==> config.mk <==
export PLATFORM = sky130hd
export DESIGN_NAME = mpeg_audio_frame_header_decode_unit
export DESIGN_NICKNAME = d
export VERILOG_FILES = /design/src/rtl/core/mafhd_pkg.sv /design/src/rtl/core/mpeg_audio_frame_header_decode_unit.sv
export SDC_FILE = /design/constraint.sdc
export NUM_CORES = 1
export LEC_CHECK = 0
export BUFFER_PORTS_ARGS = -buffer_cell sky130_fd_sc_hd__buf_2
export CAP_MARGIN = 15
export CELL_PAD_IN_SITES_DETAIL_PLACEMENT = 0
export CELL_PAD_IN_SITES_GLOBAL_PLACEMENT = 2
export CORE_UTILIZATION = 48
export CTS_CLUSTER_SIZE = 20
export DETAILED_ROUTE_END_ITERATION = 6
export PLACE_DENSITY = 0.88
export SLEW_MARGIN = 40
export SYNTH_ARGS = -nofsm -noshare
export SYNTH_HDL_FRONTEND = slang
export SYNTH_SLANG_ARGS = --single-unit
==> constraint.sdc <==
create_clock -name clk -period 11.68 [get_ports clk]
set_input_delay 1.168 -clock clk [delete_from_list [all_inputs] [get_ports clk]]
set_output_delay 1.168 -clock clk [all_outputs]
set_load 0.005 [all_outputs]
==> src/rtl/core/mafhd_pkg.sv <==
// ----------------------------------------------------------------------------
// mafhd_pkg: MPEG audio frame header decode package
// Shared types, codes, rate tables and reciprocal constants for the header
// decode pipeline.
// ----------------------------------------------------------------------------
package mafhd_pkg;

    // Port widths
    localparam int HDR_W   = 32;
    localparam int SYNC_W  = 2;
    localparam int ODATA_W = 56;

    // Field widths
    localparam int KBPS_W  = 9;
    localparam int FACT_W  = 12;
    localparam int NUM_W   = KBPS_W + FACT_W;
    localparam int RATE_W  = 10;
    localparam int RECIP_W = 24;
    localparam int RECIP_S = 32;
    localparam int PROD_W  = NUM_W + RECIP_W;
    localparam int QUOT_W  = 12;
    localparam int QR_W    = QUOT_W + RATE_W;
    localparam int FB_W    = 12;
    localparam int BPS_W   = 19;

    // Sync kinds
    localparam logic [SYNC_W-1:0] SYNC_NONE   = 2'd0;
    localparam logic [SYNC_W-1:0] SYNC_MPEG12 = 2'd1;
    localparam logic [SYNC_W-1:0] SYNC_MPEG25 = 2'd2;

    // Layer codes
    localparam logic [1:0] LAYER_RSVD = 2'd0;
    localparam logic [1:0] LAYER_III  = 2'd1;
    localparam logic [1:0] LAYER_II   = 2'd2;
    localparam logic [1:0] LAYER_I    = 2'd3;

    // Sample-rate index reserved code
    localparam logic [1:0] SRI_RSVD = 2'd3;

    // Length factors
    localparam logic [FACT_W-1:0] FACT_240  = 12'd240;
    localparam logic [FACT_W-1:0] FACT_1440 = 12'd1440;
    localparam logic [FACT_W-1:0] FACT_2880 = 12'd2880;

    localparam logic [9:0] BPS_SCALE = 10'd1000;

    // Reciprocals floor(2^32 / r) for each sample rate / 50
    localparam logic [63:0] RECIP_441 = (64'd1 << RECIP_S) / 441;
    localparam logic [63:0] RECIP_480 = (64'd1 << RECIP_S) / 480;
    localparam logic [63:0] RECIP_320 = (64'd1 << RECIP_S) / 320;
    localparam logic [63:0] RECIP_882 = (64'd1 << RECIP_S) / 882;
    localparam logic [63:0] RECIP_960 = (64'd1 << RECIP_S) / 960;
    localparam logic [63:0] RECIP_640 = (64'd1 << RECIP_S) / 640;

    typedef logic [KBPS_W-1:0] kbps_t;

    // Bitrate tables in kbps, [version][index]
    localparam kbps_t KBPS_L1_V0 [16] = '{9'd0, 9'd32, 9'd48, 9'd56, 9'd64, 9'd80,
        9'd96, 9'd112, 9'd128, 9'd144, 9'd160, 9'd176, 9'd192, 9'd224, 9'd256, 9'd0};
    localparam kbps_t KBPS_L1_V1 [16] = '{9'd0, 9'd32, 9'd64, 9'd96, 9'd128, 9'd160,
        9'd192, 9'd224, 9'd256, 9'd288, 9'd320, 9'd352, 9'd384, 9'd416, 9'd448, 9'd0};
    localparam kbps_t KBPS_L2_V0 [16] = '{9'd0, 9'd8, 9'd16, 9'd24, 9'd32, 9'd40,
        9'd48, 9'd56, 9'd64, 9'd80, 9'd96, 9'd112, 9'd128, 9'd144, 9'd160, 9'd0};
    localparam kbps_t KBPS_L2_V1 [16] = '{9'd0, 9'd32, 9'd48, 9'd56, 9'd64, 9'd80,
        9'd96, 9'd112, 9'd128, 9'd160, 9'd192, 9'd224, 9'd256, 9'd320, 9'd384, 9'd0};
    localparam kbps_t KBPS_L3_V0 [16] = '{9'd0, 9'd8, 9'd16, 9'd24, 9'd32, 9'd40,
        9'd48, 9'd56, 9'd64, 9'd80, 9'd96, 9'd112, 9'd128, 9'd144, 9'd160, 9'd0};
    localparam kbps_t KBPS_L3_V1 [16] = '{9'd0, 9'd32, 9'd40, 9'd48, 9'd56, 9'd64,
        9'd80, 9'd96, 9'd112, 9'd128, 9'd160, 9'd192, 9'd224, 9'd256, 9'd320, 9'd0};

    // Unpacked header fields, carried down the pipe
    typedef struct packed {
        logic [SYNC_W-1:0] sync_kind;
        logic              version_id;
        logic [1:0]        layer_code;
        logic              protect_bit;
        logic [3:0]        bitrate_index;
        logic [1:0]        samplerate_index;
        logic              padding;
        logic [1:0]        channel_mode;
        logic [1:0]        mode_extension;
        logic [4:0]        aux_bits;
    } hdr_fields_t;

    // Bitrate lookup; layer reserved gives 0
    function automatic kbps_t kbps_lookup(input logic [1:0] layer, input logic ver,
                                          input logic [3:0] bri);
        kbps_t k;
        k = '0;
        unique case (layer)
            LAYER_I:   k = ver ? KBPS_L1_V1[bri] : KBPS_L1_V0[bri];
            LAYER_II:  k = ver ? KBPS_L2_V1[bri] : KBPS_L2_V0[bri];
            LAYER_III: k = ver ? KBPS_L3_V1[bri] : KBPS_L3_V0[bri];
            default:   k = '0;
        endcase
        return k;
    endfunction

    // Sample rate / 50; reserved index gives a nonzero dummy (numerator is zero)
    function automatic logic [RATE_W-1:0] rate_lookup(input logic ver,
                                                      input logic [1:0] sri);
        logic [RATE_W-1:0] r;
        r = 10'd1;
        unique case ({ver, sri})
            3'b000:  r = 10'd441;
            3'b001:  r = 10'd480;
            3'b010:  r = 10'd320;
            3'b100:  r = 10'd882;
            3'b101:  r = 10'd960;
            3'b110:  r = 10'd640;
            default: r = 10'd1;
        endcase
        return r;
    endfunction

    function automatic logic [RECIP_W-1:0] recip_lookup(input logic ver,
                                                        input logic [1:0] sri);
        logic [RECIP_W-1:0] m;
        m = '0;
        unique case ({ver, sri})
            3'b000:  m = RECIP_441[RECIP_W-1:0];
            3'b001:  m = RECIP_480[RECIP_W-1:0];
            3'b010:  m = RECIP_320[RECIP_W-1:0];
            3'b100:  m = RECIP_882[RECIP_W-1:0];
            3'b101:  m = RECIP_960[RECIP_W-1:0];
            3'b110:  m = RECIP_640[RECIP_W-1:0];
            default: m = '0;
        endcase
        return m;
    endfunction

endpackage

==> src/rtl/core/mpeg_audio_frame_header_decode_unit.sv <==
// ----------------------------------------------------------------------------
// mpeg_audio_frame_header_decode_unit: MPEG audio frame header decoder
// Five-stage pipeline: unpack and table lookup, numerator and bitrate
// multiply, reciprocal multiply, back-multiply, remainder correction.
// ----------------------------------------------------------------------------
// Usage:
//   Slave stream: one 32-bit header word per beat, first header byte in
//   bits 31..24. Master stream: one decoded beat per input beat, sync kind
//   in tuser, unpacked fields, frame length and bitrate in tdata.
//   A beat reaches output valid through stages 1 to 5. Throughput is one
//   header per cycle while tready is high; each stage holds a valid bit and
//   loads whenever it is empty or the next stage is taking its beat, so
//   bubbles are squeezed out. The frame length is floor(factor * kbps / r),
//   times four for layer I, computed as a multiply by a constant reciprocal
//   of r followed by one compare-and-subtract correction; this chain of two
//   multipliers sets the stage count. Reset clears all valid bits; the pipe
//   comes up empty and ready. When the receiver holds tready low, the output
//   beat stays put and the stages behind it keep filling until all five hold
//   a beat, then the slave side drops tready. Nothing is lost or repeated.
// ----------------------------------------------------------------------------
module mpeg_audio_frame_header_decode_unit (
    input  logic                          clk,
    input  logic                          rst_n,
    input  logic                          s_axis_tvalid,
    output logic                          s_axis_tready,
    // [31:0] header_word
    input  logic [mafhd_pkg::HDR_W-1:0]   s_axis_tdata,
    output logic                          m_axis_tvalid,
    input  logic                          m_axis_tready,
    // [0] version_id, [2:1] layer_code, [3] protect_bit, [7:4] bitrate_index,
    // [9:8] samplerate_index, [10] padding, [12:11] channel_mode,
    // [14:13] mode_extension, [19:15] aux_bits, [31:20] frame_bytes,
    // [50:32] bitrate_bps, [55:51] zero
    output logic [mafhd_pkg::ODATA_W-1:0] m_axis_tdata,
    // [1:0] sync_kind
    output logic [mafhd_pkg::SYNC_W-1:0]  m_axis_tuser
);
    import mafhd_pkg::*;

    // Stage enables
    logic en1, en2, en3, en4, en5;

    // Valid bits
    logic v1_reg, v2_reg, v3_reg, v4_reg, v5_reg;

    // Stage 1 registers
    hdr_fields_t        f1_reg, f1_next;
    kbps_t              kbps1_reg, kbps1_next;
    logic [FACT_W-1:0]  fact1_reg, fact1_next;
    logic [RATE_W-1:0]  r1_reg;
    logic [RECIP_W-1:0] m1_reg;

    // Stage 2 registers
    hdr_fields_t        f2_reg;
    logic [NUM_W-1:0]   num2_reg;
    logic [BPS_W-1:0]   bps2_reg;
    logic [RATE_W-1:0]  r2_reg;
    logic [RECIP_W-1:0] m2_reg;

    // Stage 3 registers
    hdr_fields_t        f3_reg;
    logic [NUM_W-1:0]   num3_reg;
    logic [BPS_W-1:0]   bps3_reg;
    logic [RATE_W-1:0]  r3_reg;
    logic [PROD_W-1:0]  prod3_reg;

    // Stage 4 registers
    hdr_fields_t        f4_reg;
    logic [NUM_W-1:0]   num4_reg;
    logic [BPS_W-1:0]   bps4_reg;
    logic [RATE_W-1:0]  r4_reg;
    logic [QUOT_W-1:0]  q4_reg;
    logic [QR_W-1:0]    qr4_reg;

    // Stage 5 (output) registers
    hdr_fields_t        f5_reg;
    logic [FB_W-1:0]    fb5_reg, fb5_next;
    logic [BPS_W-1:0]   bps5_reg, bps5_next;

    logic [QUOT_W-1:0]  q3_est;
    logic [QR_W-1:0]    rem4;
    logic [QUOT_W-1:0]  q4_fix;

    // Backpressure: a stage loads when empty or when its beat moves on
    assign en5 = !v5_reg || m_axis_tready;
    assign en4 = !v4_reg || en5;
    assign en3 = !v3_reg || en4;
    assign en2 = !v2_reg || en3;
    assign en1 = !v1_reg || en2;
    assign s_axis_tready = en1;

    always_ff @(posedge clk or negedge rst_n)
    begin
        if (!rst_n)
        begin
            v1_reg <= 1'b0;
            v2_reg <= 1'b0;
            v3_reg <= 1'b0;
            v4_reg <= 1'b0;
            v5_reg <= 1'b0;
        end
        else
        begin
            if (en1) v1_reg <= s_axis_tvalid;
            if (en2) v2_reg <= v1_reg;
            if (en3) v3_reg <= v2_reg;
            if (en4) v4_reg <= v3_reg;
            if (en5) v5_reg <= v4_reg;
        end
    end

    // Stage 1: sync check, unpack, table lookups
    always_comb
    begin
        logic [HDR_W-1:0] h;
        logic             ok;
        h          = s_axis_tdata;
        f1_next    = '0;
        kbps1_next = '0;
        fact1_next = FACT_2880;
        if (h[31:24] == 8'hFF && h[23:20] == 4'hF)
            f1_next.sync_kind = SYNC_MPEG12;
        else if (h[31:24] == 8'hFF && h[23:20] == 4'hE)
            f1_next.sync_kind = SYNC_MPEG25;
        else
            f1_next.sync_kind = SYNC_NONE;

        if (f1_next.sync_kind != SYNC_NONE)
        begin
            f1_next.version_id       = h[19];
            f1_next.layer_code       = h[18:17];
            f1_next.protect_bit      = h[16];
            f1_next.bitrate_index    = h[15:12];
            f1_next.samplerate_index = h[11:10];
            f1_next.padding          = h[9];
            f1_next.channel_mode     = h[7:6];
            f1_next.mode_extension   = h[5:4];
            f1_next.aux_bits         = {h[8], h[3:0]};
        end

        // zero kbps forces frame length and bitrate to zero downstream
        ok = (f1_next.sync_kind != SYNC_NONE) && (f1_next.samplerate_index != SRI_RSVD);
        if (ok)
            kbps1_next = kbps_lookup(f1_next.layer_code, f1_next.version_id,
                                     f1_next.bitrate_index);

        priority if (f1_next.layer_code == LAYER_I)
            fact1_next = FACT_240;
        else if (f1_next.layer_code == LAYER_III && !f1_next.version_id
                 && f1_next.sync_kind != SYNC_MPEG25)
            fact1_next = FACT_1440;
        else
            fact1_next = FACT_2880;
    end

    always_ff @(posedge clk)
    begin
        if (en1)
        begin
            f1_reg    <= f1_next;
            kbps1_reg <= kbps1_next;
            fact1_reg <= fact1_next;
            r1_reg    <= rate_lookup(f1_next.version_id, f1_next.samplerate_index);
            m1_reg    <= recip_lookup(f1_next.version_id, f1_next.samplerate_index);
        end
    end

    // Stage 2: numerator and bitrate products
    always_ff @(posedge clk)
    begin
        if (en2)
        begin
            f2_reg   <= f1_reg;
            num2_reg <= NUM_W'(kbps1_reg) * NUM_W'(fact1_reg);
            bps2_reg <= BPS_W'(kbps1_reg) * BPS_W'(BPS_SCALE);
            r2_reg   <= r1_reg;
            m2_reg   <= m1_reg;
        end
    end

    // Stage 3: quotient estimate by reciprocal multiply
    always_ff @(posedge clk)
    begin
        if (en3)
        begin
            f3_reg    <= f2_reg;
            num3_reg  <= num2_reg;
            bps3_reg  <= bps2_reg;
            r3_reg    <= r2_reg;
            prod3_reg <= PROD_W'(num2_reg) * PROD_W'(m2_reg);
        end
    end

    // estimate is the true quotient or one below
    assign q3_est = prod3_reg[RECIP_S +: QUOT_W];

    // Stage 4: back-multiply the estimate
    always_ff @(posedge clk)
    begin
        if (en4)
        begin
            f4_reg   <= f3_reg;
            num4_reg <= num3_reg;
            bps4_reg <= bps3_reg;
            r4_reg   <= r3_reg;
            q4_reg   <= q3_est;
            qr4_reg  <= QR_W'(q3_est) * QR_W'(r3_reg);
        end
    end

    // Stage 5: remainder correction, layer I scaling, failure zeroing
    always_comb
    begin
        rem4   = QR_W'(num4_reg) - qr4_reg;
        q4_fix = (rem4 >= QR_W'(r4_reg)) ? q4_reg + QUOT_W'(1) : q4_reg;
        if (f4_reg.layer_code == LAYER_I)
            fb5_next = {q4_fix[FB_W-3:0], 2'b00};
        else
            fb5_next = q4_fix[FB_W-1:0];
        bps5_next = (fb5_next != '0) ? bps4_reg : '0;
    end

    always_ff @(posedge clk)
    begin
        if (en5)
        begin
            f5_reg   <= f4_reg;
            fb5_reg  <= fb5_next;
            bps5_reg <= bps5_next;
        end
    end

    // Output beat
    assign m_axis_tvalid = v5_reg;
    assign m_axis_tuser  = f5_reg.sync_kind;
    assign m_axis_tdata  = {5'b00000, bps5_reg, fb5_reg, f5_reg.aux_bits,
                            f5_reg.mode_extension, f5_reg.channel_mode, f5_reg.padding,
                            f5_reg.samplerate_index, f5_reg.bitrate_index,
                            f5_reg.protect_bit, f5_reg.layer_code, f5_reg.version_id};

endmodule
==> summary.md <==
| Metric | Value |
|---|---|
| Post-Synth Simple-Gate Area | `between 10% and 20%` |
| Detailed Place HPWL | `52.7 mm` |
| Critical path type | `flop to flop` |
| Via Count | `17237` |
| CTS clk-pin slew, worst paths | `0.06 ns` |
| Fillcell total | `5114` |
| First-pass GRT wire length | `about 100 mm` |
| Initial DRC Count | `994` |
| Number of distinct library cells after synthesis | `73` |
| CTS Buffer Depth | `3` |
| H-tree levels | `2` |
| Initial antenna violation count | `0` |
| Met3 wire length | `approximately 2.6 mm` |
| Initial Util | `48.8%` |
| RSZ-0062 raised after global routing | `false` |
| Top sig layer | `met4` |
| M1 wire length | `28.7 mm` |
| Post-Route Skew | `0.0252 ns` |
| Area of the core | `57900 um^2` |
| Clock Tree Root | `clkbuf_16` |
| Most used DFF post-synth | `edfxtp_1` |
| # rows | `88` |
| Fin util | `about 53%` |
| Largest net degree at the start of global routing | `86` |
| Final Wtd Congestion | `0.918` |
| Setup crit start kind | `flop` |
| Crit path max fanout | `13` |
| Maxcap violations | `0` |
| Setup total negative slack | `0 ns` |
| Synthesized cell area | `roughly 28000 um^2` |
| CTS tree | `done` |
| Post-synthesis adder-cell area fraction | `roughly two fifths` |
| Routed vias/inst | `about 5.2` |
| GRT Total Usage | `between 20% and 30%` |
| Area growth syn-to-layout | `8.54%` |
| Detail Route Antenna Nets | `0` |
| Largest family of logic cells by synthesized area | `adder cells` |
| Die width | `245 um` |
| EDFF count, synth | `328` |
| Class of the worst hold path | `flop to flop` |
| Gr ovfl total | `0` |
| # nets final | `3203` |
| Synthesized instance count | `approximately 2400` |
| Status | `complete, no violations` |
| Ports | `96` |
| Resized cells post-CTS | `0` |
| CTS Buf Count | `37` |
| WL final | `65.9 mm` |
| Xor and xnor area share after synthesis | `2.23%` |
| Metal2 WL | `32.3 mm` |
| Worst Path Required | `11.97 ns` |
| Port bufs | `84` |
| Post-CTS repair timing setup buffer count | `0` |
| CTS Sinks | `333` |
| Seq cells post-synth | `approximately 330` |
| Reg-to-reg slack, setup | `~3.8 ns` |
| Vias in the first global route | `about 18000` |
| Relative max-transition margin | `45.7%` |
| Hold_buf cts | `0` |
| Ys async rst share | `1.50%` |
| Drt wl/cell | `20.0 um` |
| Final min period | `7.85 ns` |
| Hold Fails Final Rpt | `0` |
| # diodes | `0` |
| CP endpoint kind | `flop` |
| Setup violators final | `0` |
| Worst skew pair latency | `0.55 ns` |
| Post-synthesis mux area share | `0.354%` |
| Worst-Margin Slew | `0.815 ns` |
| Yosys warning total | `0` |
| Fraction of layout cells with a size suffix above 1 | `7.22%` |
| Die Y | `245 um` |
| Remaining routing DRC violations | `0` |
| Sequential share of the synthesized area | `between 30% and 40%` |
| Syn Area/Cell | `11.6 um^2` |
| DR pass1 iterations | `5` |
| Fin crit share | `67.2%` |
| Max-slew violations | `0` |
| Max frequency | `around 130 MHz` |
| DIE AREA | `59900 um^2` |
| CP arrival | `8.13 ns` |
| Complex-gate fraction of the synthesized area | `5.65%` |
## final timing paths
check	startpoint	endpoint	cells past startpoint
hold / removal	bps3_reg[12]	bps4_reg[12]	0
setup reg to reg	num2_reg[15]	prod3_reg[42]	22
max in group asynchronous	rst_n	m_axis_tvalid	1
setup / recovery	num2_reg[15]	prod3_reg[42]	22
hold reg to reg	bps3_reg[12]	bps4_reg[12]	0
min in group asynchronous	rst_n	v1_reg	1
## cell usage after synthesis, types with 3 or more instances
master | count | area share, %
ha_1 | 323 | 14
a221oi_1 | 5 | 0.15
a221o_1 | 3 | 0.11
nor2b_1 | 7 | 0.15
edfxtp_1 | 328 | 35
or2_2 | 6 | 0.13
o31ai_1 | 4 | 0.11
a41oi_1 | 3 | 0.093
nor3b_1 | 3 | 0.080
and3_1 | 11 | 0.24
and2_1 | 218 | 4.8
nand2b_1 | 10 | 0.22
a21o_1 | 16 | 0.42
nand3_1 | 20 | 0.35
or3_1 | 8 | 0.18
a21oi_1 | 62 | 1.1
o211ai_1 | 8 | 0.21
clkbuf_1 | 64 | 0.85
xor2_1 | 19 | 0.59
buf_1 | 3 | 0.040
xnor2_1 | 53 | 1.6
nor3_1 | 21 | 0.37
nor4b_1 | 3 | 0.093
nand4_1 | 11 | 0.24
o21ai_0 | 39 | 0.69
and2_4 | 8 | 0.25
o41ai_1 | 3 | 0.093
nor4_1 | 6 | 0.13
mux2i_1 | 10 | 0.35
fa_1 | 336 | 24
inv_1 | 447 | 5.9
and4_1 | 3 | 0.093
o22ai_1 | 4 | 0.088
nand2_1 | 188 | 2.5
o31a_1 | 3 | 0.093
o21a_1 | 15 | 0.40
a211oi_1 | 13 | 0.34
buf_4 | 11 | 0.29
nor2_1 | 77 | 1.0
dfrtp_1 | 5 | 0.44
o21bai_1 | 16 | 0.42
a2111oi_0 | 10 | 0.31
a31oi_1 | 4 | 0.088
## metrics by stage
step                      cell area (um^2)  cells  setup WS [ns]  hold slack [ns]
after floorplan                      28300   2458           4.76            0.400
after detailed placement             29400   3233           3.77            0.405
final                                30700   3301           3.83            0.404
after global routing                 30700   3301           3.23            0.405
after global placement               29400   3233           3.80            0.400
after CTS                            30700   3300           3.75            0.399
## critical path: stages, from the launching register on
cell and delay (ns):
edfxtp_1 0.72, and2_1 0.38, fa_1 0.63, inv_1 0.12, fa_1 0.56, inv_1 0.05
fa_1 0.46, fa_1 0.54, fa_1 0.54, fa_1 0.45, ha_1 0.29, ha_1 0.34
a21o_1 0.20, a21o_1 0.17, a21oi_1 0.17, a21o_1 0.19, o211ai_1 0.23, and2_1 0.27
o31a_1 0.29, o41ai_1 0.50, o21bai_1 0.18, a211oi_1 0.26, nor2_1 0.06
## metal layers
layer	up-vias	track usage [%]
met3	107	3.12
met2	345	37.9
met1	8635	30.6
met5	-	0
met4	0	8.01
li1	8150	-
## cell usage in the layout (no fill, tap or decap), drive strengths merged, types with 8 or more instances in the layout
| cell type | Yosys | routed |
|---|---|---|
| a2111oi | 10 | 10 |
| a211oi | 13 | 13 |
| a21o | 16 | 16 |
| a21oi | 62 | 62 |
| and2 | 226 | 226 |
| and3 | 11 | 11 |
| buf | 18 | 93 |
| clkbuf | 64 | 40 |
| clkinv | 0 | 15 |
| conb | 1 | 11 |
| edfxtp | 328 | 328 |
| fa | 336 | 336 |
| ha | 323 | 323 |
| inv | 447 | 450 |
| mux2i | 10 | 10 |
| nand2 | 188 | 188 |
| nand2b | 10 | 10 |
| nand3 | 20 | 20 |
| nand4 | 12 | 12 |
| nor2 | 77 | 77 |
| nor3 | 21 | 21 |
| o211ai | 8 | 8 |
| o21a | 16 | 16 |
| o21ai | 41 | 41 |
| o21bai | 16 | 16 |
| or3 | 8 | 8 |
| xnor2 | 53 | 53 |
| xor2 | 19 | 19 |
## final cells by class
type | count | area (um^2) | area share (%)
multi-input combinational | 1596 | 16300 | 53.2
sequential | 333 | 9970 | 32.5
inverter | 447 | 1680 | 5.47
tap | 765 | 957 | 3.12
clock inverter | 27 | 290 | 0.945
clock buffer | 40 | 947 | 3.08
timing repair buffer | 93 | 519 | 1.69
## logic make-up (layout without fill, tap and decap cells)
group,Yosys count,count (layout)
buf+inv,529,607
other cells,1,11
fa+ha+maj,659,659
xor+xnor,72,72
compound gates,235,235
simple gates,609,609
mux,10,10
flops,333,333
Power is left out: the tool's default activity adds up to more than one toggle a clock period on the data nets, which glitch-free logic cannot reach.
